--- src/hdl/multitouch_event_encoder_defines.svh ---
// Assertion macros used by the encoder sequencer.
`ifndef MULTITOUCH_EVENT_ENCODER_DEFINES_SVH
`define MULTITOUCH_EVENT_ENCODER_DEFINES_SVH
// Implication checked on every clock edge outside reset.
`define MTE_ASSERT_IMP(label, a, c) \
	label: assert property (@(posedge clk) disable iff (!arst_n) (a) |-> (c)) \
	else $error("assertion failed");
// Implication whose consequent is checked in the cycle after its antecedent.
`define MTE_ASSERT_NEXT(label, a, c) \
	label: assert property (@(posedge clk) disable iff (!arst_n) (a) |=> (c)) \
	else $error("assertion failed");
`endif

--- src/hdl/mte_pkg.sv ---
// Types, codes and constants of the multitouch event encoder.
package mte_pkg;
	localparam int MaxContactsDefault = 8;
	localparam logic [2:0] KIND_COMMIT = 3'd0;
	localparam logic [2:0] KIND_RESET  = 3'd1;
	localparam logic [2:0] KIND_DOWN   = 3'd2;
	localparam logic [2:0] KIND_MOVE   = 3'd3;
	localparam logic [2:0] KIND_UP     = 3'd4;
	localparam logic [1:0] CL_ABS = 2'd0;
	localparam logic [1:0] CL_KEY = 2'd1;
	localparam logic [1:0] CL_SYN = 2'd2;
	localparam logic [3:0] EV_SLOT  = 4'd0;
	localparam logic [3:0] EV_TRACK = 4'd1;
	localparam logic [3:0] EV_TMAJ  = 4'd2;
	localparam logic [3:0] EV_WMAJ  = 4'd3;
	localparam logic [3:0] EV_PRESS = 4'd4;
	localparam logic [3:0] EV_X     = 4'd5;
	localparam logic [3:0] EV_Y     = 4'd6;
	localparam logic [3:0] EV_BTN   = 4'd7;
	localparam logic [3:0] EV_CREP  = 4'd8;
	localparam logic [3:0] EV_FREP  = 4'd9;
	localparam logic [1:0] PH_IDLE = 2'd0;
	localparam logic [1:0] PH_DOWN = 2'd1;
	localparam logic [1:0] PH_MOVE = 2'd2;
	localparam logic [1:0] PH_UP   = 2'd3;
	localparam logic [2:0] REG_SLOT_MODE = 3'd0;
	localparam logic [2:0] REG_EMIT_TRK  = 3'd1;
	localparam logic [2:0] REG_EMIT_BTN  = 3'd2;
	localparam logic [2:0] REG_EMIT_TMAJ = 3'd3;
	localparam logic [2:0] REG_EMIT_WMAJ = 3'd4;
	localparam logic [2:0] REG_EMIT_PRS  = 3'd5;
	localparam logic [2:0] REG_LIMIT     = 3'd6;

	typedef struct packed {
		logic [2:0]  kind;
		logic [7:0]  contact;
		logic [15:0] pos_x;
		logic [15:0] pos_y;
		logic [15:0] press;
	} cmd_t;

	typedef struct packed {
		logic [1:0]         event_class;
		logic [3:0]         event_code;
		logic signed [31:0] event_value;
		logic               last;
	} evt_t;

	typedef struct packed {
		logic       slot_mode;
		logic       emit_tracking;
		logic       emit_button;
		logic       emit_touch_major;
		logic       emit_width_major;
		logic       emit_pressure;
		logic [3:0] contact_limit;
	} cfg_t;

	// States of the sequencer, including its event emission steps.
	typedef enum logic [4:0] {
		ST_IDLE, ST_DECODE, ST_BRESET, ST_ARESET, ST_WALK, ST_REPORT,
		ST_E_SLOT, ST_E_TRACK, ST_E_BTN, ST_E_TMAJ, ST_E_WMAJ, ST_E_PRESS,
		ST_E_X, ST_E_Y, ST_E_CREP, ST_E_FREP, ST_AFTER
	} state_t;

	// Controller to datapath.
	typedef struct packed {
		logic       load;
		logic       emit;
		logic [1:0] ev_class;
		logic [3:0] ev_code;
		logic [3:0] val_sel;
		logic       from_store;
		logic       last;
		logic       set_phase;
		logic       phase_from_cmd;
		logic [1:0] phase_val;
		logic       store_pos;
		logic       cnt_up;
		logic       cnt_down;
		logic       trk_inc;
		logic       walk_clear;
		logic       walk_next;
		logic       breset_all;
		logic       areset_mark;
		logic       any_set;
		logic       any_clr;
	} ctl_t;

	// Datapath to controller.
	typedef struct packed {
		logic       ok;
		logic [1:0] cmd_phase;
		logic [1:0] walk_phase;
		logic       walk_done;
		logic       any_busy;
		logic       any_q;
		logic       cnt_is0_next_down;
		logic       cnt_is0;
		logic       cnt_is1;
	} sts_t;

	localparam logic [3:0] VAL_ZERO  = 4'd0;
	localparam logic [3:0] VAL_CONT  = 4'd1;
	localparam logic [3:0] VAL_TRK   = 4'd2;
	localparam logic [3:0] VAL_MINUS = 4'd3;
	localparam logic [3:0] VAL_ONE   = 4'd4;
	localparam logic [3:0] VAL_SIX   = 4'd5;
	localparam logic [3:0] VAL_FOUR  = 4'd6;
	localparam logic [3:0] VAL_PRESS = 4'd7;
	localparam logic [3:0] VAL_X     = 4'd8;
	localparam logic [3:0] VAL_Y     = 4'd9;
endpackage

--- src/hdl/mte_datapath.sv ---
// Contact store, counters and event output register of the encoder.
module mte_datapath #(
	parameter int NUM_CONTACTS = mte_pkg::MaxContactsDefault
) (
	input  logic           clk,
	input  logic           arst_n,
	input  mte_pkg::cmd_t  cmd,
	input  mte_pkg::cfg_t  cfg,
	input  mte_pkg::ctl_t  ctl,
	output mte_pkg::sts_t  sts,
	output logic           strobe,
	output mte_pkg::evt_t  result
);
	import mte_pkg::*;
	localparam int CW = (NUM_CONTACTS > 1) ? $clog2(NUM_CONTACTS) : 1;

	cmd_t            cmd_q;
	logic [1:0]      phase_q [NUM_CONTACTS];
	logic [15:0]     x_q     [NUM_CONTACTS];
	logic [15:0]     y_q     [NUM_CONTACTS];
	logic [15:0]     p_q     [NUM_CONTACTS];
	logic signed [7:0] cnt_q;
	logic [30:0]     trk_q;
	logic [3:0]      walk_q;
	logic            any_q;
	logic [3:0]      lim;
	logic [CW-1:0]   cidx;
	logic [CW-1:0]   widx;
	logic signed [31:0] val;

	assign lim  = (cfg.contact_limit < 4'(NUM_CONTACTS)) ? cfg.contact_limit
		: 4'(NUM_CONTACTS);
	assign cidx = cmd_q.contact[CW-1:0];
	assign widx = walk_q[CW-1:0];

	always_comb begin
		sts.ok         = {1'b0, cmd_q.contact} < {5'd0, lim};
		sts.cmd_phase  = sts.ok ? phase_q[cidx] : PH_IDLE;
		sts.walk_done  = walk_q >= lim;
		sts.walk_phase = sts.walk_done ? PH_IDLE : phase_q[widx];
		sts.any_busy   = 1'b0;
		for (int i = 0; i < NUM_CONTACTS; i++)
			if (4'(i) < lim && phase_q[i] != PH_IDLE) sts.any_busy = 1'b1;
		sts.any_q = any_q;
		sts.cnt_is0_next_down = (cnt_q == 8'sd1);
		sts.cnt_is0 = (cnt_q == 8'sd0);
		sts.cnt_is1 = (cnt_q == 8'sd1);
	end

	// During a type A walk the values come from the walked contact's entry.
	always_comb begin
		unique case (ctl.val_sel)
			VAL_ZERO:  val = '0;
			VAL_CONT:  val = ctl.from_store ? 32'(walk_q) : 32'(cmd_q.contact);
			VAL_TRK:   val = {1'b0, trk_q};
			VAL_MINUS: val = -32'sd1;
			VAL_ONE:   val = 32'sd1;
			VAL_SIX:   val = 32'sd6;
			VAL_FOUR:  val = 32'sd4;
			VAL_PRESS: val = 32'(ctl.from_store ? p_q[widx] : cmd_q.press);
			VAL_X:     val = 32'(ctl.from_store ? x_q[widx] : cmd_q.pos_x);
			VAL_Y:     val = 32'(ctl.from_store ? y_q[widx] : cmd_q.pos_y);
			default:   val = '0;
		endcase
	end

	always_ff @(posedge clk or negedge arst_n) begin
		if (!arst_n) begin
			for (int i = 0; i < NUM_CONTACTS; i++) phase_q[i] <= PH_IDLE;
			cnt_q  <= '0;
			trk_q  <= '0;
			walk_q <= '0;
			any_q  <= 1'b0;
			strobe <= 1'b0;
		end else begin
			strobe <= ctl.emit;
			if (ctl.set_phase) begin
				if (ctl.phase_from_cmd) phase_q[cidx] <= ctl.phase_val;
				else phase_q[widx] <= ctl.phase_val;
			end
			if (ctl.breset_all || ctl.areset_mark) begin
				for (int i = 0; i < NUM_CONTACTS; i++) begin
					if (4'(i) < lim) begin
						if (ctl.breset_all) phase_q[i] <= PH_IDLE;
						else if (phase_q[i] == PH_DOWN || phase_q[i] == PH_MOVE)
							phase_q[i] <= PH_UP;
					end
				end
			end
			if (ctl.cnt_up && cnt_q != 8'sd127) cnt_q <= cnt_q + 8'sd1;
			if (ctl.cnt_down && cnt_q != -8'sd127) cnt_q <= cnt_q - 8'sd1;
			if (ctl.trk_inc) trk_q <= (trk_q == '1) ? '0 : trk_q + 31'd1;
			if (ctl.walk_clear) walk_q <= '0;
			else if (ctl.walk_next) walk_q <= walk_q + 4'd1;
			if (ctl.any_clr) any_q <= 1'b0;
			else if (ctl.any_set) any_q <= 1'b1;
		end
	end

	always_ff @(posedge clk) begin
		if (ctl.load) cmd_q <= cmd;
		if (ctl.store_pos) begin
			x_q[cidx] <= cmd_q.pos_x;
			y_q[cidx] <= cmd_q.pos_y;
			p_q[cidx] <= cmd_q.press;
		end
		if (ctl.emit) begin
			result.event_class <= ctl.ev_class;
			result.event_code  <= ctl.ev_code;
			result.event_value <= val;
			result.last        <= ctl.last;
		end
	end
endmodule

--- src/hdl/mte_control.sv ---
// Sequencer that decodes a command and steps through its events.
module mte_control (
	input  logic          clk,
	input  logic          arst_n,
	input  logic          start,
	input  mte_pkg::cmd_t cmd,
	input  mte_pkg::cfg_t cfg,
	input  mte_pkg::sts_t sts,
	output logic          busy,
	output mte_pkg::ctl_t ctl
);
	import mte_pkg::*;
	`include "multitouch_event_encoder_defines.svh"

	state_t st_q, st_d;
	logic [2:0] kind_q;
	logic       walk_mode_q, walk_mode_d;   // 1 while a type A walk runs
	logic       after_down_q, after_down_d; // a down follows the reset pass
	logic       up_q, up_d;                 // walked contact is going up
	logic       dn_q, dn_d;                 // walked contact went down
	logic       btn_q;                      // button event due in this report
	logic       btn_d;

	// Picks the next enabled shape event after the given step, else the X event.
	function automatic state_t next_shape(input cfg_t c, input state_t from);
		state_t r;
		r = ST_E_X;
		if (from == ST_E_TRACK || from == ST_E_BTN) begin
			if (c.emit_touch_major) r = ST_E_TMAJ;
			else if (c.emit_width_major) r = ST_E_WMAJ;
			else if (c.emit_pressure) r = ST_E_PRESS;
		end else if (from == ST_E_TMAJ) begin
			if (c.emit_width_major) r = ST_E_WMAJ;
			else if (c.emit_pressure) r = ST_E_PRESS;
		end else if (from == ST_E_WMAJ) begin
			if (c.emit_pressure) r = ST_E_PRESS;
		end
		return r;
	endfunction

	assign busy = st_q != ST_IDLE;

	always_ff @(posedge clk or negedge arst_n) begin
		if (!arst_n) begin
			st_q <= ST_IDLE;
			kind_q <= KIND_COMMIT;
			walk_mode_q <= 1'b0;
			after_down_q <= 1'b0;
			up_q <= 1'b0;
			dn_q <= 1'b0;
			btn_q <= 1'b0;
		end else begin
			st_q <= st_d;
			if (start && !busy) kind_q <= cmd.kind;
			walk_mode_q <= walk_mode_d;
			after_down_q <= after_down_d;
			up_q <= up_d;
			dn_q <= dn_d;
			btn_q <= btn_d;
		end
	end

	// Next state.
	always_comb begin
		st_d = st_q;
		walk_mode_d = walk_mode_q;
		after_down_d = after_down_q;
		up_d = up_q;
		dn_d = dn_q;
		btn_d = btn_q;
		unique case (st_q)
			ST_IDLE: if (start) st_d = ST_DECODE;
			ST_DECODE: begin
				after_down_d = 1'b0;
				walk_mode_d = 1'b0;
				case (kind_q) inside
					KIND_COMMIT: begin
						if (cfg.slot_mode) st_d = ST_E_FREP;
						else begin
							st_d = ST_WALK;
							walk_mode_d = 1'b1;
						end
					end
					KIND_RESET: st_d = cfg.slot_mode ? ST_BRESET : ST_ARESET;
					KIND_DOWN: begin
						if (!sts.ok) st_d = ST_IDLE;
						else if (sts.cmd_phase != PH_IDLE) begin
							after_down_d = 1'b1;
							st_d = cfg.slot_mode ? ST_BRESET : ST_ARESET;
						end else st_d = ST_AFTER;
					end
					KIND_MOVE, KIND_UP: begin
						if (!sts.ok || sts.cmd_phase == PH_IDLE) st_d = ST_IDLE;
						else st_d = cfg.slot_mode ? ST_E_SLOT : ST_AFTER;
					end
					default: st_d = ST_IDLE;
				endcase
			end
			ST_BRESET: st_d = sts.any_busy ? ST_E_FREP : ST_AFTER;
			ST_ARESET: begin
				st_d = ST_WALK;
				walk_mode_d = 1'b1;
			end
			ST_WALK: begin
				if (sts.walk_done) st_d = sts.any_q ? ST_E_FREP : ST_AFTER;
				else if (sts.walk_phase != PH_IDLE) begin
					st_d = ST_REPORT;
					up_d = sts.walk_phase == PH_UP;
					dn_d = sts.walk_phase == PH_DOWN;
				end
			end
			ST_REPORT: begin
				// The count has settled; decide on the button here.
				btn_d = cfg.emit_button && (up_q ? sts.cnt_is0 : (dn_q && sts.cnt_is1));
				if (cfg.emit_tracking) st_d = ST_E_TRACK;
				else if (btn_d) st_d = ST_E_BTN;
				else st_d = up_q ? ST_E_CREP : next_shape(cfg, ST_E_BTN);
			end
			ST_E_SLOT: begin
				if (kind_q == KIND_MOVE) st_d = next_shape(cfg, ST_E_TRACK);
				else st_d = ST_E_TRACK;
			end
			ST_E_TRACK: begin
				if (walk_mode_q) st_d = btn_q ? ST_E_BTN
					: (up_q ? ST_E_CREP : next_shape(cfg, ST_E_TRACK));
				else if (btn_q) st_d = ST_E_BTN;
				else st_d = (kind_q == KIND_UP) ? ST_IDLE : next_shape(cfg, ST_E_TRACK);
			end
			ST_E_BTN: begin
				if (walk_mode_q) st_d = up_q ? ST_E_CREP : next_shape(cfg, ST_E_BTN);
				else st_d = (kind_q == KIND_UP) ? ST_IDLE : next_shape(cfg, ST_E_BTN);
			end
			ST_E_TMAJ: st_d = next_shape(cfg, ST_E_TMAJ);
			ST_E_WMAJ: st_d = next_shape(cfg, ST_E_WMAJ);
			ST_E_PRESS: st_d = ST_E_X;
			ST_E_X: st_d = ST_E_Y;
			ST_E_Y: st_d = walk_mode_q ? ST_E_CREP : ST_IDLE;
			ST_E_CREP: st_d = ST_WALK;
			ST_E_FREP: st_d = (kind_q == KIND_DOWN && after_down_q) ? ST_AFTER : ST_IDLE;
			ST_AFTER: st_d = (kind_q == KIND_DOWN && cfg.slot_mode) ? ST_E_SLOT : ST_IDLE;
			default: st_d = ST_IDLE;
		endcase
		// A slot mode down has counted already; an up counts at this very edge.
		if (st_q == ST_E_SLOT && kind_q == KIND_DOWN)
			btn_d = cfg.emit_button && sts.cnt_is1;
		if (st_q == ST_E_SLOT && kind_q == KIND_UP)
			btn_d = cfg.emit_button && sts.cnt_is0_next_down;
	end

	// Outputs.
	always_comb begin
		logic more;
		ctl = '0;
		ctl.from_store = walk_mode_q;
		more = 1'b1;
		unique case (st_q)
			ST_IDLE: ctl.load = start;
			ST_DECODE: begin
				ctl.walk_clear = 1'b1;
				ctl.any_clr = 1'b1;
			end
			ST_BRESET: ctl.breset_all = 1'b1;
			ST_ARESET: ctl.areset_mark = 1'b1;
			ST_WALK: begin
				if (!sts.walk_done && sts.walk_phase != PH_IDLE) begin
					ctl.any_set = 1'b1;
					ctl.cnt_up = sts.walk_phase == PH_DOWN;
					ctl.cnt_down = sts.walk_phase == PH_UP;
				end else if (!sts.walk_done) ctl.walk_next = 1'b1;
			end
			ST_REPORT: ;
			ST_E_SLOT: begin
				ctl.emit = 1'b1;
				ctl.ev_class = CL_ABS;
				ctl.ev_code = EV_SLOT;
				ctl.val_sel = VAL_CONT;
				ctl.last = 1'b0;
			end
			ST_E_TRACK: begin
				ctl.emit = 1'b1;
				ctl.ev_class = CL_ABS;
				ctl.ev_code = EV_TRACK;
				if (walk_mode_q) ctl.val_sel = VAL_CONT;
				else ctl.val_sel = (kind_q == KIND_UP) ? VAL_MINUS : VAL_TRK;
				ctl.last = !walk_mode_q && kind_q == KIND_UP && !btn_q;
			end
			ST_E_BTN: begin
				ctl.emit = 1'b1;
				ctl.ev_class = CL_KEY;
				ctl.ev_code = EV_BTN;
				ctl.val_sel = (up_q && walk_mode_q) || (!walk_mode_q && kind_q == KIND_UP)
					? VAL_ZERO : VAL_ONE;
				ctl.last = !walk_mode_q && kind_q == KIND_UP;
			end
			ST_E_TMAJ: begin
				ctl.emit = 1'b1;
				ctl.ev_class = CL_ABS;
				ctl.ev_code = EV_TMAJ;
				ctl.val_sel = VAL_SIX;
			end
			ST_E_WMAJ: begin
				ctl.emit = 1'b1;
				ctl.ev_class = CL_ABS;
				ctl.ev_code = EV_WMAJ;
				ctl.val_sel = VAL_FOUR;
			end
			ST_E_PRESS: begin
				ctl.emit = 1'b1;
				ctl.ev_class = CL_ABS;
				ctl.ev_code = EV_PRESS;
				ctl.val_sel = VAL_PRESS;
			end
			ST_E_X: begin
				ctl.emit = 1'b1;
				ctl.ev_class = CL_ABS;
				ctl.ev_code = EV_X;
				ctl.val_sel = VAL_X;
			end
			ST_E_Y: begin
				ctl.emit = 1'b1;
				ctl.ev_class = CL_ABS;
				ctl.ev_code = EV_Y;
				ctl.val_sel = VAL_Y;
				ctl.last = !walk_mode_q;
			end
			ST_E_CREP: begin
				ctl.emit = 1'b1;
				ctl.ev_class = CL_SYN;
				ctl.ev_code = EV_CREP;
				ctl.val_sel = VAL_ZERO;
				ctl.set_phase = 1'b1;
				ctl.phase_val = up_q ? PH_IDLE : PH_MOVE;
				ctl.walk_next = 1'b1;
			end
			ST_E_FREP: begin
				ctl.emit = 1'b1;
				ctl.ev_class = CL_SYN;
				ctl.ev_code = EV_FREP;
				ctl.val_sel = VAL_ZERO;
				ctl.last = !(kind_q == KIND_DOWN && after_down_q && cfg.slot_mode);
			end
			ST_AFTER: begin
				if (kind_q == KIND_DOWN) begin
					ctl.set_phase = 1'b1;
					ctl.phase_from_cmd = 1'b1;
					ctl.phase_val = PH_DOWN;
					ctl.store_pos = !cfg.slot_mode;
					ctl.cnt_up = cfg.slot_mode;
					ctl.trk_inc = cfg.slot_mode;
				end else if (kind_q == KIND_MOVE) begin
					// Type A move and up only record the contact.
					ctl.set_phase = 1'b1;
					ctl.phase_from_cmd = 1'b1;
					ctl.phase_val = PH_MOVE;
					ctl.store_pos = 1'b1;
				end else if (kind_q == KIND_UP) begin
					ctl.set_phase = 1'b1;
					ctl.phase_from_cmd = 1'b1;
					ctl.phase_val = PH_UP;
				end
			end
			default: more = 1'b0;
		endcase
		// Slot mode up acts on entering the slot event.
		if (st_q == ST_E_SLOT && kind_q == KIND_UP) begin
			ctl.set_phase = 1'b1;
			ctl.phase_from_cmd = 1'b1;
			ctl.phase_val = PH_IDLE;
			ctl.cnt_down = 1'b1;
		end
		if (!more) ctl = '0;
	end

	`MTE_ASSERT_IMP(a_emit_busy, ctl.emit, busy)
	`MTE_ASSERT_NEXT(a_start_busy, start && !busy, busy)
	`MTE_ASSERT_IMP(a_cnt_excl, ctl.cnt_up, !ctl.cnt_down)
endmodule

--- src/hdl/multitouch_event_encoder.sv ---
// Top level of the multitouch event encoder.
// Usage: raise start with a command on cmd while busy is low; the command is
// taken at that edge and busy is high from the next cycle until the command
// is done. Each event is shown on result for one cycle with strobe high and
// is registered in the cycle after the sequencer step that makes it, so the
// last event of a command comes in the first cycle after busy falls, except
// for a type A down on a busy contact, whose last event comes while busy is
// still high; result.last marks it. A command that causes no event simply
// drops busy. One command runs at a time; the next one may be taken in the
// cycle in which busy falls. In slot mode the longest command is a down on a
// busy slot with every optional event. A type A commit visits each contact in
// turn and reports each one that is not idle.
// The user must write configuration through cfg_we, cfg_index and cfg_data
// only while the block is idle; the block itself does not enforce this. Reset
// clears all contacts to idle, the active count and the tracking number, and
// loads the register defaults. The receiver cannot stall: every strobe must
// be taken in its cycle.
module multitouch_event_encoder #(
	parameter int NUM_CONTACTS = mte_pkg::MaxContactsDefault
) (
	input  logic          clk,
	input  logic          arst_n,
	input  logic          start,
	output logic          busy,
	input  mte_pkg::cmd_t cmd,
	output logic          strobe,
	output mte_pkg::evt_t result,
	input  logic          cfg_we,
	input  logic [2:0]    cfg_index,
	input  logic [3:0]    cfg_data
);
	import mte_pkg::*;

	cfg_t cfg_q;
	ctl_t ctl;
	sts_t sts;

	always_ff @(posedge clk or negedge arst_n) begin
		if (!arst_n) begin
			cfg_q <= '{slot_mode: 1'b1, emit_tracking: 1'b1, emit_button: 1'b1,
				emit_touch_major: 1'b0, emit_width_major: 1'b0, emit_pressure: 1'b0,
				contact_limit: 4'd8};
		end else if (cfg_we) begin
			unique case (cfg_index)
				REG_SLOT_MODE: cfg_q.slot_mode <= cfg_data[0];
				REG_EMIT_TRK:  cfg_q.emit_tracking <= cfg_data[0];
				REG_EMIT_BTN:  cfg_q.emit_button <= cfg_data[0];
				REG_EMIT_TMAJ: cfg_q.emit_touch_major <= cfg_data[0];
				REG_EMIT_WMAJ: cfg_q.emit_width_major <= cfg_data[0];
				REG_EMIT_PRS:  cfg_q.emit_pressure <= cfg_data[0];
				REG_LIMIT:     cfg_q.contact_limit <= cfg_data;
				default: ;
			endcase
		end
	end

	mte_control u_ctrl (
		.clk(clk), .arst_n(arst_n), .start(start), .cmd(cmd), .cfg(cfg_q),
		.sts(sts), .busy(busy), .ctl(ctl)
	);

	mte_datapath #(.NUM_CONTACTS(NUM_CONTACTS)) u_dp (
		.clk(clk), .arst_n(arst_n), .cmd(cmd), .cfg(cfg_q), .ctl(ctl),
		.sts(sts), .strobe(strobe), .result(result)
	);
endmodule
--- config.mk ---
export PLATFORM = sky130hd
export DESIGN_NAME = multitouch_event_encoder
export DESIGN_NICKNAME = d
export VERILOG_FILES = /design/src/hdl/mte_pkg.sv /design/src/hdl/mte_datapath.sv /design/src/hdl/mte_control.sv /design/src/hdl/multitouch_event_encoder.sv
export VERILOG_INCLUDE_DIRS = /design/src /design/src/hdl
export SDC_FILE = /design/constraint.sdc
export NUM_CORES = 1
export LEC_CHECK = 0
export BUFFER_PORTS_ARGS = -buffer_cell sky130_fd_sc_hd__buf_2
export CAP_MARGIN = 30
export CORE_MARGIN = 5
export CORE_UTILIZATION = 55
export CTS_BUF_LIST = sky130_fd_sc_hd__clkbuf_8
export DETAILED_ROUTE_END_ITERATION = 6
export PLACE_DENSITY = 0.79
export REMOVE_ABC_BUFFERS = 1
export SLEW_MARGIN = 0
export SYNTH_ARGS = -nofsm -noshare
export SYNTH_HDL_FRONTEND = slang
export SYNTH_SLANG_ARGS = --single-unit
export TNS_END_PERCENT = 100
--- constraint.sdc ---
create_clock -name clk -period 3.95 [get_ports clk]
set_clock_uncertainty 0.15 [all_clocks]
set_input_delay 0.1975 -clock clk [delete_from_list [all_inputs] [get_ports clk]]
set_output_delay 0.1975 -clock clk [all_outputs]
set_load 0.05 [all_outputs]
Word-level counts from Yosys, hierarchy flattened
Memory sizes are Yosys's and may differ from the RTL's.
Index checks and enable logic that the tools add are counted.
Word-level totals
  bits in writable memories: 384
  input bits: 70
  memories kept: 3
  word-level logic and storage cells: 334
  flip-flop bits (word level): 179
Cells by class
  magnitude comparators: 15
  add/sub/neg operators: 4
  equality and inequality tests: 59
  reduce and logical (&&, ||, !) cells: 76
  muxes and demuxes: 139
  bitwise logic cells: 3
Memories
  u_dp.p_q: depth 8, width 16, rd ports 1, clocked after Yosys merged registers in 0, wr ports 1, RTL line mte_datapath.sv:21  | logic [15:0] p_q [NUM_CONTACTS];
  u_dp.x_q: depth 8, width 16, rd ports 1, clocked after Yosys merged registers in 0, wr ports 1, RTL line mte_datapath.sv:19  | logic [15:0] x_q [NUM_CONTACTS];
  u_dp.y_q: depth 8, width 16, rd ports 1, clocked after Yosys merged registers in 0, wr ports 1, RTL line mte_datapath.sv:20  | logic [15:0] y_q [NUM_CONTACTS];
Operators by type and width (number)
  $pmux W32 S9: 1
  $mux W5: 26
  $pmux W11 S10: 1
  $mux W16: 6
  $pmux W5 S16: 1
  $mux W2: 34
  $mux W1: 41
  $eq A5 B4 Y1 const B: 8
  $mux W4: 9
  $bwmux W16: 2
  $add A31 B1 Y31 const B: 1
  $eq A31 B31 Y1 const B: 1
  $mux W31: 1
  $mux W28: 1
  $reduce_bool A2 Y1: 14
  $logic_and A1 B1 Y1: 25
  $mux W8: 3
  $eq A5 B3 Y1 const B: 4
  $eq A2 B1 Y1 const B: 9
  $eq A2 B2 Y1 const B: 9
  $reduce_or A17 Y1: 1
  $eq A4 B3 Y1 const B: 4
  $lt A3 B4 Y1 const A: 4
  $ne A8 B8 Y1 const B: 2
  other kinds (41): 88

Logic depth before layout (Yosys ltp)
  word-level depth: 18
  gate-level depth with buffers: 11
  gate-level depth less buffers: 9

Modules after synthesis
From an unflattened synthesis, not the netlist that was laid out.
Unflattened totals
  cell total of the unflattened synthesis: 1735
  area total of the unflattened synthesis: 24602.3 um^2
By module, submodules not included
  mte_datapath: cells an instance 1473, sequential area each 15910.3 um^2, times used 1, area an instance 22569.1 um^2
  mte_control: cells an instance 235, sequential area each 325.3 um^2, times used 1, area an instance 1581.5 um^2
  multitouch_event_encoder: cells an instance 27, sequential area each 255.2 um^2, times used 1, area an instance 451.7 um^2

Least setup slack after synthesis
OpenSTA, ideal clock, no wires.
  path type: register to register
  start: register u_ctrl.st_q[4]
  end: memory u_dp.p_q[1][0], enable pin
  stages on the path, launching flop included: 7
  library setup time: 454 ps
  slack: -70 ps
  required time: 3346 ps
  data arrival time: 3416 ps
  path through: dfrtp_1 -> clkbuf_1 -> buf_2 -> nand2_1 -> nor3_1 -> nand2_1 -> nor2_1
Between the ends
  word-level cells in the longest chain between the ends: 6
RTL lines
  start: declaration: RTL line mte_control.sv:15  | state_t st_q, st_d;
  start signal: assignment: RTL line mte_control.sv:53  | st_q <= st_d;
  $eq A5 B3 Y1 (tied with other cells): RTL line mte_control.sv:156  | unique case (st_q)
  $reduce_or A17 Y1 (no source line)
  $mux W1: RTL line mte_control.sv:156
  $mux W28 *: RTL line mte_control.sv:271  | if (!more) ctl = '0;
  $mux W1 *: RTL line mte_datapath.sv:102  | if (ctl.store_pos) begin
  $mux W1 (implied by the code) *: RTL line mte_datapath.sv:105  | p_q[cidx] <= cmd_q.press;
  end: declaration: RTL line mte_datapath.sv:21
Mark *: on every way between the ends. The rest lies on a longest branch, timed or not.

Final worst setup path
  start: register u_dp.walk_q[0]
  end: register u_dp.result[2] (netlist name)
Between the ends
  word-level cells in the longest chain between the ends: 3
RTL lines
  start: declaration: RTL line mte_datapath.sv:24  | logic [3:0] walk_q;
  start signal: assignment: RTL line mte_datapath.sv:94  | else if (ctl.walk_next) walk_q <= walk_q + 4'd1;
  $mem_v2 Z8 W16 (on tied branches)
  $mux W16 (on tied branches): RTL line mte_datapath.sv:62, mte_datapath.sv:60, mte_datapath.sv:61
  $pmux W32 S9 *: RTL line mte_datapath.sv:52  | unique case (ctl.val_sel)
  named net u_dp.val[1]: RTL line mte_datapath.sv:29  | logic signed [31:0] val;
Mark *: on every way through the listed nets, which the timed path passes. The rest lies on a longest branch.
A chain may end at the register's enable or synchronous reset.

==> flow_results.org <==
** Run status
- Outcome :: completed

** Critical path
- The worst setup path is captured at a flip-flop.
- STA puts the critical path data arrival time at between 3 and 4 ns.
- Worst path required time :: approximately 4.2 ns
- Launch point of the worst reg-to-reg path :: u_dp.walk_q[0]
- In this run the register-to-register setup slack is 0.78 ns.
- In this run the critical register-to-register path is captured at u_dp.result[2].
- Worst Setup Path Type :: flip-flop to flip-flop
- Kind of start point of the critical path :: flip-flop
- Largest fanout of any net on the critical path :: 32
- Depth of the worst register-to-register path :: 7

** Yosys
- Synthesis-stage register bit count :: 562
- In the synthesized netlist the async set-or-reset flop fraction comes to around 15%.
- Main synth FF type :: sky130_fd_sc_hd__edfxtp_1
- Summed over all instances, the cell type with the most area after synthesis is sky130_fd_sc_hd__edfxtp_1.
- The cell count after synthesis came out at roughly 1,800.
- After synthesis, flip-flops and latches occupy about two thirds of the total area.
- Netlist cell types :: 93
- Averaged over all synthesized cells, the footprint is about 14 um^2.
- Yosys mapped a number of flops with a built-in enable equal to 478.
- Total standard cell area after synthesis :: 24,500 um^2
- After synthesis, the largest area contributor takes up between 50% and 60% of total cell area.
- Top cells by area, synth :: sky130_fd_sc_hd__edfxtp_1, sky130_fd_sc_hd__dfrtp_1, sky130_fd_sc_hd__mux4_2
- Yosys warning count :: 0

** Placement
- Detailed placement ended at an HPWL of a little over 40 mm.
- Summing all placed instances gives a cell area of around 26,000 um^2.
- Place WS :: ~0.86 ns
- PortBufs :: 110
- Routability Congestion :: roughly 0.9

** Flow run
- Max-capacitance violation count :: 0

** Power
- Total power consumption of the routed design :: approximately 18 mW
- Combinational cells account for 31.3% of the total power.
- The internal power of the cells totals approximately 11 mW.
- Of the total power, the share spent switching nets is about 37%.
- Of the total power, the clock network draws about a quarter.
- Sequential cells burn 44.1% of the power.
- PD cells :: 639 nW/um^2
- The analysis attributes to cell leakage a power of 9.95 nW.
- Switching Power :: about 6.7 mW
- VDD sags by at most 0.400 mV.

** Route
- DR WL/cell :: roughly 25 um
- Drt via density :: between 6 and 7
- For this run, design rule violations remaining after detail routing come to 0.
- Post-route ant nets :: 0
- For this block, the via count after detailed routing is between 15,000 and 20,000.
- For this block, the initial DRC count from the detailed router was around 2,200.
- Routed WL :: roughly 66 mm
- First-pass iteration count of the detailed router :: 7

** Clock tree
- In this run, post-CTS repair resized a total of 0 instances.
- Buffers inserted during clock tree synthesis total 90.
- Number of buffers added to fix hold violations after cts :: 81
- The number of setup buffers added after CTS is 0.
- Clock-pin slew was measured on the worst setup and hold paths at approximately 0.06 ns.
- TritonCTS built the clock tree.
- Library cell used as clock root buffer :: sky130_fd_sc_hd__clkbuf_8
- Maximum number of buffers from clock root to sink :: 3
- The clock drives about 560 sinks.
- H-tree Lvls :: 3
- Clock latency on the worst-skew pair, taken at its later pin, is 0.68 ns.

** Finish
- Layout Utilization :: approximately 64%
- The area growth from synthesis to layout is 15.3%.
- The final layout contains 2,067 nets.
- Fraction of final layout cells with drive strength greater than 1 :: around a fifth
- Area of all placed cells without fillers :: around 28,000 um^2
- The repair_antennas step left the layout with diodes totalling 0.

** STA
- At the pin with the least slew margin, the transition time is 0.914 ns.
- Final hold vios :: 0
- Final setup slack of the worst path :: about 0.78 ns
- In this run the tightest slew margin relative to its limit is between 30% and 40%.
- Setup repair after global routing left no endpoint under its margin.
- The final number of max-transition violations is 0.
- Based on the critical path, the design can be clocked at up to roughly 0.32 GHz.
- In the finished design, the share of the clock period the worst path needs comes to 80.3%.
- Number of setup violations in the final report :: 0
- The clock period could shrink to approximately 3.2 ns.

** Global route
- Largest net degree at the start of global routing :: 74
- Number of global-route vias before repair :: approximately 17,000
- Met1 routing resource usage after global routing :: 36.0%
- Overall Global Routing Usage :: approximately a quarter
- The initial antenna violation count is 1.
- Summed over all layers, the global routing overflow is 0.
- The first global-routing pass estimated between 100 and 150 mm of wire.
- Met3 Usage GRT :: roughly 5.8%
- In this run the most used layer during global routing was met2.
- In the global route stage, met2 resource usage came out at between 40% and 50%.

** Floorplan
- In this run the count of I/O pins placed on the die edge is ~110.
- Area of the die :: 48,900 um^2
- The floorplan step set the die height to about 220 um.
- Width of the die :: 221 um
- Core area :: 44,100 um^2
- The initial utilization of the core area, before any placement, comes to a little under three fifths.
- Num rows :: 77

** Worst hold path
- The worst hold path belongs to the class input pin to async pin.
==> per-stage QoR <==
stage | setup TNS [ns] | hold WS [ns] | cells
finish | 0 | 0.0166 | 2627
global route | 0 | 0.0540 | 2627
CTS | 0 | 0.0109 | 2627
detailed placement | 0 | 0.190 | 2396
global placement | 0 | 0.187 | 2396
floorplan | -155.38 | -0.248 | 1641
==> power by group through the flow <==
| stage | clock network, mW | registers, mW | logic (mW) |
|---|---|---|---|
| global placement | 0 | 8.00 | 5.40 |
| global route | 4.83 | 8.01 | 6.00 |
| detailed placement | 0 | 8.03 | 5.45 |
| floorplan | 0 | 8.66 | 2.80 |
| CTS | 4.51 | 7.92 | 5.56 |
| finish | 4.45 | 7.95 | 5.64 |
==> cells in the final DEF (no fill, tap or decap), types with 22 or more instances in the layout <==
cell | netlist | routed
sky130_fd_sc_hd__o21ai_0 | 49 | 49
sky130_fd_sc_hd__o221ai_1 | 44 | 44
sky130_fd_sc_hd__clkbuf_8 | 0 | 92
sky130_fd_sc_hd__mux2_2 | 59 | 59
sky130_fd_sc_hd__dlygate4sd3_1 | 0 | 81
sky130_fd_sc_hd__edfxtp_1 | 478 | 478
sky130_fd_sc_hd__dfrtp_1 | 80 | 77
sky130_fd_sc_hd__buf_2 | 34 | 109
sky130_fd_sc_hd__nand2_1 | 148 | 147
sky130_fd_sc_hd__a21oi_1 | 83 | 82
sky130_fd_sc_hd__buf_4 | 8 | 45
sky130_fd_sc_hd__mux4_2 | 38 | 38
sky130_fd_sc_hd__inv_1 | 39 | 63
sky130_fd_sc_hd__nand3_1 | 59 | 59
sky130_fd_sc_hd__clkinv_1 | 1 | 22
sky130_fd_sc_hd__nor2_1 | 122 | 113
sky130_fd_sc_hd__mux2i_1 | 28 | 28
sky130_fd_sc_hd__o22ai_1 | 58 | 58
==> kinds of logic (layout without fill, tap and decap cells) <==
| kind of cell | after synthesis | in the layout | share of synthesized area (%) |
|---|---|---|---|
| muxes | 126 | 126 | 7.41 |
| adders and majority gates | 20 | 20 | 1.02 |
| AOI/OAI and AO/OA | 371 | 371 | 10.7 |
| buffers and inverters | 149 | 434 | 2.64 |
| xor gates and xnor gates | 38 | 38 | 1.36 |
| and+or+nand+nor | 484 | 484 | 9.67 |
| DFF | 562 | 562 | 67.2 |
==> cell type report <==
cell class / count / area, um^2
clock buffer: 92 / 1270
timing repair buffer: 244 / 1870
multi-input combinational: 1039 / 7460
fill: 3181 / 15900
tap: 592 / 741
sequential: 562 / 16500
clock inverter: 58 / 287
inverter: 40 / 150
==> layer usage <==
metal | wire length, um | up-vias
li1 | - | 7258
met1 | 25600 | 8273
met2 | 31300 | 1012
met3 | 6390 | 175
met4 | 2680 | 0
met5 | 0 | -
==> registers in the layout, summed over array words and instances, names as in the netlist, 4 cells and up <==
name and flops:
u_ctrl.st_q 5, u_dp.p_q 128, u_dp.trk_q 31, u_dp.cnt_q 8, u_dp.phase_q 16, u_dp.walk_q 4, u_dp.result 38, u_dp.x_q 128
u_dp.cmd_q 53, u_dp.y_q 128, cfg_q 10
==> critical path, cell delays in order (launching register included) <==
cell and delay [ns]:
sky130_fd_sc_hd__dfrtp_4 0.75, sky130_fd_sc_hd__buf_4 0.39, sky130_fd_sc_hd__mux4_2 0.55, sky130_fd_sc_hd__nand2_1 0.10, sky130_fd_sc_hd__a21oi_1 0.08, sky130_fd_sc_hd__a21oi_1 0.23
sky130_fd_sc_hd__o22ai_1 0.20, sky130_fd_sc_hd__or3_1 0.44
==> Yosys cell counts, types with 10 or more instances <==
library cell	n
sky130_fd_sc_hd__nand4_1	12
sky130_fd_sc_hd__xnor2_1	21
sky130_fd_sc_hd__mux4_2	38
sky130_fd_sc_hd__clkbuf_1	56
sky130_fd_sc_hd__nor2_1	122
sky130_fd_sc_hd__xor2_1	17
sky130_fd_sc_hd__o221ai_1	44
sky130_fd_sc_hd__mux2i_1	28
sky130_fd_sc_hd__inv_1	39
sky130_fd_sc_hd__nand3_1	59
sky130_fd_sc_hd__dfrtp_1	80
sky130_fd_sc_hd__edfxtp_1	478
sky130_fd_sc_hd__o21ai_0	49
sky130_fd_sc_hd__and3_1	12
sky130_fd_sc_hd__o22ai_1	58
sky130_fd_sc_hd__o211ai_1	10
sky130_fd_sc_hd__nand2_1	148
sky130_fd_sc_hd__nand2b_1	19
sky130_fd_sc_hd__mux2_2	59
sky130_fd_sc_hd__buf_2	34
sky130_fd_sc_hd__nor2b_1	16
sky130_fd_sc_hd__ha_1	20
sky130_fd_sc_hd__a221oi_1	11
sky130_fd_sc_hd__a21oi_1	83
sky130_fd_sc_hd__nor3_1	20
==> how the worst max path moves through the flow <==
stage / startpoint / endpoint / depth (start not counted)
after floorplan: u_dp.walk_q[0] / u_dp.cnt_q[7] / 8
after global placement: u_ctrl.st_q[2] / u_dp.y_q[5][4] / 6
after detailed placement: u_ctrl.st_q[2] / u_dp.y_q[5][1] / 6
after CTS: u_dp.walk_q[0] / u_dp.result[2] / 7
after global routing: u_ctrl.st_q[2] / u_dp.y_q[5][8] / 6
final: u_dp.walk_q[0] / u_dp.result[2] / 7
Power figures use the tool's default switching activity.
